$ cat src/hdl/assert_macros.svh
// Assertion macros for the drawing engine. Clock and reset are the house names.
`ifndef ASSERT_MACROS_SVH
`define ASSERT_MACROS_SVH
`ifndef SYNTHESIS
`define MFRF_ASSERT(label, prop, msg) \
   label: assert property (@(posedge clock) disable iff (reset) prop) else $error(msg);
`define MFRF_ASSERT_ALWAYS(label, prop, msg) \
   label: assert property (@(posedge clock) prop) else $error(msg);
`else
`define MFRF_ASSERT(label, prop, msg)
`define MFRF_ASSERT_ALWAYS(label, prop, msg)
`endif
`endif

$ cat src/hdl/mfrf_pkg.sv
`default_nettype none
package mfrf_pkg;

   localparam int PANEL_WIDTH  = 800;
   localparam int PANEL_HEIGHT = 480;
   localparam int STRIDE       = PANEL_WIDTH / 8;
   localparam int DRAW_COLS    = STRIDE * 8;
   localparam int STORE_BYTES  = STRIDE * PANEL_HEIGHT;

   localparam int ADDR_W = (STORE_BYTES > 1) ? $clog2(STORE_BYTES) : 1;
   localparam int ROW_W  = (PANEL_HEIGHT > 1) ? $clog2(PANEL_HEIGHT) : 1;
   localparam int BC_W   = (STRIDE > 1) ? $clog2(STRIDE) : 1;
   // Signed coordinate width: holds left + span_x and the panel limits.
   localparam int CRD_W  = 14;

   localparam int QUEUE_DEPTH = 4;
   localparam int QPTR_W      = 2;
   localparam int QCNT_W      = 3;

   localparam logic [7:0] FULL_BYTE = 8'hFF;
   localparam logic [7:0] LEAD_BIT  = 8'h80;

   typedef enum logic [1:0] {
      ACT_CLEAR   = 2'd0,
      ACT_FILL    = 2'd1,
      ACT_OUTLINE = 2'd2,
      ACT_READ    = 2'd3
   } mfrf_action_type;

   typedef enum logic [1:0] {
      JOB_CLEAR = 2'd0,
      JOB_BOX   = 2'd1,
      JOB_READ  = 2'd2,
      JOB_NOP   = 2'd3
   } mfrf_job_type;

   typedef enum logic {
      F_IDLE,
      F_EMIT
   } mfrf_fstate_type;

   typedef enum logic [2:0] {
      B_INIT,
      B_IDLE,
      B_CLR,
      B_RD,
      B_WR,
      B_READ,
      B_DONE
   } mfrf_bstate_type;

   // One unit of back-end work. A box is already clipped and non-empty.
   typedef struct packed {
      mfrf_job_type      job;
      logic              last;
      logic              black;
      logic              oob;
      logic [BC_W-1:0]   bc0;
      logic [BC_W-1:0]   bc_last;
      logic [2:0]        lo;
      logic [2:0]        hi;
      logic [ROW_W-1:0]  row0;
      logic [ROW_W-1:0]  row_last;
      logic [ADDR_W-1:0] base0;
      logic [ADDR_W-1:0] raddr;
   } mfrf_entry_type;

   typedef struct packed {
      logic           push;
      mfrf_entry_type entry;
   } mfrf_qctl_type;

   typedef struct packed {
      logic full;
      logic init_done;
   } mfrf_status_type;

   // Bits of one byte that cover columns lo..hi, MSB first.
   function automatic logic [7:0] byte_mask(input logic [2:0] lo, input logic [2:0] hi);
      logic [7:0] from_lo;
      logic [7:0] to_hi;
      from_lo = FULL_BYTE >> lo;
      to_hi   = ~((~LEAD_BIT) >> hi);
      return from_lo & to_hi;
   endfunction

endpackage
`default_nettype wire

$ cat src/hdl/mfrf_queue.sv
`default_nettype none
`include "assert_macros.svh"
module mfrf_queue import mfrf_pkg::*; (
   input  wire logic           clock,
   input  wire logic           reset,
   input  wire mfrf_qctl_type  qctl,
   input  wire logic           pop,
   output mfrf_entry_type      head,
   output logic                empty,
   output logic                full
);

   mfrf_entry_type    entries_ff [QUEUE_DEPTH];
   logic [QPTR_W-1:0] wr_ptr_ff, wr_ptr_in;
   logic [QPTR_W-1:0] rd_ptr_ff, rd_ptr_in;
   logic [QCNT_W-1:0] count_ff, count_in;

   assign empty = (count_ff == '0);
   assign full  = (count_ff == QCNT_W'(QUEUE_DEPTH));
   assign head  = entries_ff[rd_ptr_ff];

   always_comb begin
      wr_ptr_in = qctl.push ? wr_ptr_ff + 1'b1 : wr_ptr_ff;
      rd_ptr_in = pop ? rd_ptr_ff + 1'b1 : rd_ptr_ff;
      count_in  = count_ff;
      if (qctl.push && !pop) begin
         count_in = count_ff + 1'b1;
      end else if (pop && !qctl.push) begin
         count_in = count_ff - 1'b1;
      end
   end

   always_ff @(posedge clock) begin
      if (reset) begin
         wr_ptr_ff <= '0;
         rd_ptr_ff <= '0;
         count_ff  <= '0;
      end else begin
         wr_ptr_ff <= wr_ptr_in;
         rd_ptr_ff <= rd_ptr_in;
         count_ff  <= count_in;
      end
   end

   always_ff @(posedge clock) begin
      if (qctl.push) begin
         entries_ff[wr_ptr_ff] <= qctl.entry;
      end
   end

   `MFRF_ASSERT(a_queue_no_overflow, qctl.push |-> !full, "push into a full queue")
   `MFRF_ASSERT(a_queue_no_underflow, pop |-> !empty, "pop from an empty queue")

endmodule
`default_nettype wire

$ cat config.mk
export PLATFORM = sky130hd
export DESIGN_NAME = mfrf_queue
export DESIGN_NICKNAME = d
export VERILOG_FILES = /design/src/hdl/mfrf_pkg.sv /design/src/hdl/mfrf_queue.sv
export VERILOG_INCLUDE_DIRS = /design/src /design/src/hdl
export SDC_FILE = /design/constraint.sdc
export NUM_CORES = 1
export LEC_CHECK = 0
export ABC_AREA = 0
export CORE_MARGIN = 1.5
export CORE_UTILIZATION = 45
export CTS_CLUSTER_DIAMETER = 80
export DETAILED_ROUTE_END_ITERATION = 8
export DONT_BUFFER_PORTS = 1
export GPL_TIMING_DRIVEN = 0
export PLACE_DENSITY_LB_ADDON = 0.2
export SLEW_MARGIN = 10
export SYNTH_ARGS = -nofsm -noshare
export SYNTH_HDL_FRONTEND = slang
export SYNTH_SLANG_ARGS = --single-unit
$ cat constraint.sdc
create_clock -name clock -period 2.5 [get_ports clock]
set_input_delay 0.375 -clock clock [delete_from_list [all_inputs] [get_ports clock]]
set_output_delay 0.375 -clock clock [all_outputs]
set_load 0.005 [all_outputs]
==> flow_summary.toml <==
[die]
ios = 156
start_util_pct = 46.1
dieArea_mm2 = 0.0260
die_y_um = 161
core_mm2 = 0.0244
num_rows = 57
die_x_um = 161

[cells_and_area]
area_delta_synth_final_pct = 20.4
drive_above_1_share_pct = 24.8
antenna_cells = 0
finish.utilization_pct = 55.5
fin_cells = 897
fillers = 1827
fin_nets = 634

[synth]
yosysSeqAreaShare_pct = 81.7
synth_nets = 520
postSynthRegisterBits = 309
synth_top_area_share_pct = 80.1
netlist_area_mm2 = 0.0112
avgSynthCellArea_um2 = 25.9
synthCells = 435
ys_types = 21
synthTopCellsByArea = "edfxtp_1, mux4_2, dfxtp_1"
yosysWarnings = 0
yosys.area.top_type = "edfxtp_1"

[critical_path]
cp-end-kind = "output port"
r2r_start = "wr_ptr_ff[0]"
critPathKind = "register to output port"
cp_slowest_stage_delay_ns = 0.41
cp.arrival_ns = 1.97
crit_required_ns = 2.12
cp_num_buf_inv = 2
critical_path.most_common_cell = "buf_2"
path_cells = "buf_2 -> buf_2 -> mux4_2"
start_kind = "register"
cp_slowest_cell = "mux4_2"
cp_top_family = "buffers and inverters"
path_max_fanout = 10

[place]
placement.io_buffers = 0
placedCellCount = 763
place_hpwl_um = 11500
place_congestion = 0.704

[routing]
wl_per_cell_um = 22.2
drc = 0
drt_first_pass_iters = 4
drt-total-wl_um = 19900
drt.antenna.violating_nets = 0
viasPerCell = 5.38
vias = 4824
dr.first_iter.drc_count = 286

[sta]
relSlewSlack_pct = 53.1
finalMaxSlewViolations = 0
clock-skew-final_ns = 0.00770
rsz0062_at_grt = "no"
fin_crit_sh_pct = 93.7
fmax_mhz = 427
finalCriticalPeriod_ns = 2.34
whs_ns = 0.0942
finalSetupViolCount = 0
hold_violations = 0
tns_ns = 0
tightest_slew_ns = 0.703

[flow_run]
maxCapViolations = 0

[global_routing]
grt_max_degree = 46
grt_antenna_before_repair = 0
grt_pass1_wl_um = 30600
grt_use_total_pct = 15.7
gr-total-overflow = 0
first_global_vias = 5370

[clocking]
h-tree-depth = 1
cts-root-buf = "clkbuf_16"
clkTransAtPathRegs_ns = 0.05
hold_buffers = 77
cts_tree = "done"
clock_sinks = 309
cts.path.max_buffers = 3
cts_resized = 0
postCtsSetupRepairBufs = 0
worstSkewPairLatency_ns = 0.55
cts_buffers = 31

[power]
vdd_drop_max_mv = 0.518
p_per_area_mw_per_mm2 = 842
cellLeakagePower_nw = 4.31

[status]
outcome = "finished clean"

[hold_path]
min_path_type = "primary input to register"
worstHoldStart = "pop"
## area by class of cell
class                           instances  area (um2)  area share (%)
Timing Repair Buffer                   81         881            6.51
Sequential cell                       309        9190            67.9
Inverter                                4        15.0           0.111
Clock buffer                           43         851            6.28
Buffer                                 17         124           0.915
Multi-Input combinational cell        105        1930            14.3
Tap cell                              324         405            2.99
Clock inverter                         14         144            1.06
## logic make-up (layout without fill, tap and decap cells)
family                     Yosys count  in the layout  share of synthesized area (%)
muxes                               77             77                           15.2
buffers and inverters               21            159                           1.23
adders and majority gates            6              6                          0.734
and+or+nand+nor                     15             15                          0.656
xor gates and xnor gates             5              5                          0.389
DFF                                309            309                           81.7
AOI/OAI and AO/OA                    2              2                         0.0889
## per-layer routing
| layer | up-vias | routed length, um | track usage (%) |
|---|---|---|---|
| met1 | 2554 | 8130 | 20.1 |
| met3 | 36 | 1300 | 3.88 |
| li1 | 2091 | - | - |
| met4 | 0 | 466 | 4.67 |
| met5 | - | 0 | 0 |
| met2 | 143 | 10000 | 26.8 |
## registers in the layout (all words and copies together) (netlist names), named ones only
signal	cells
count_ff	3
entries_ff	300
rd_ptr_ff	2
wr_ptr_ff	2
## worst paths after layout
check | slack [ns] | cells past startpoint | end
setup / recovery | 0.16 | 3 | head[26]
hold / removal | 0.09 | 3 | register
setup reg to reg | 0.71 | 4 | entries_ff[2][12]
hold reg to reg | 0.52 | 2 | count_ff[2]
## through the flow
step           instance area (um2)  power, mW  worst slack [ns]
6_report                     13500       11.4             0.158
5_1_grt                      13500       11.8            0.0280
4_1_cts                      13500       11.6            0.0803
3_5_place_dp                 11800       6.94             0.669
3_3_place_gp                 11700       6.89            -0.178
2_1_floorplan                11300       6.69             0.586
## tightest hold or removal path, delay by kind of cell
family	cells	cell delay, ns
XOR/XNOR	1	0.06
AND/OR/NAND/NOR	2	0.15
## where the power goes
group          leakage (nW)  internal (mW)  switching, mW  total (mW)
clock                 0.489           2.67           1.79        4.46
sequential             2.83           5.95         0.0606        6.01
combinational         0.990          0.442          0.487       0.928
## cell usage after synthesis
cell type,count
or3_1,1
and2_1,4
fa_1,1
ha_1,5
nor3b_1,1
mux2i_1,2
nor2_1,7
clkbuf_1,3
xnor2_1,2
buf_2,6
inv_1,4
nand2_1,1
a21oi_1,1
edfxtp_1,300
buf_4,2
nor3_1,1
mux4_2,75
xor2_1,3
o21ai_0,1
dfxtp_1,9
buf_6,6
## cells in the final DEF (no fill, tap or decap), types with 5 or more instances in the layout
master           n
edfxtp_1       300
buf_2            6
clkbuf_1        12
clkbuf_16       31
dlygate4sd3_1   77
mux4_2          75
dfxtp_1          9
buf_6            6
clkinv_2         7
nor2_1           7
ha_1             5
Power figures use the tool's default switching activity.
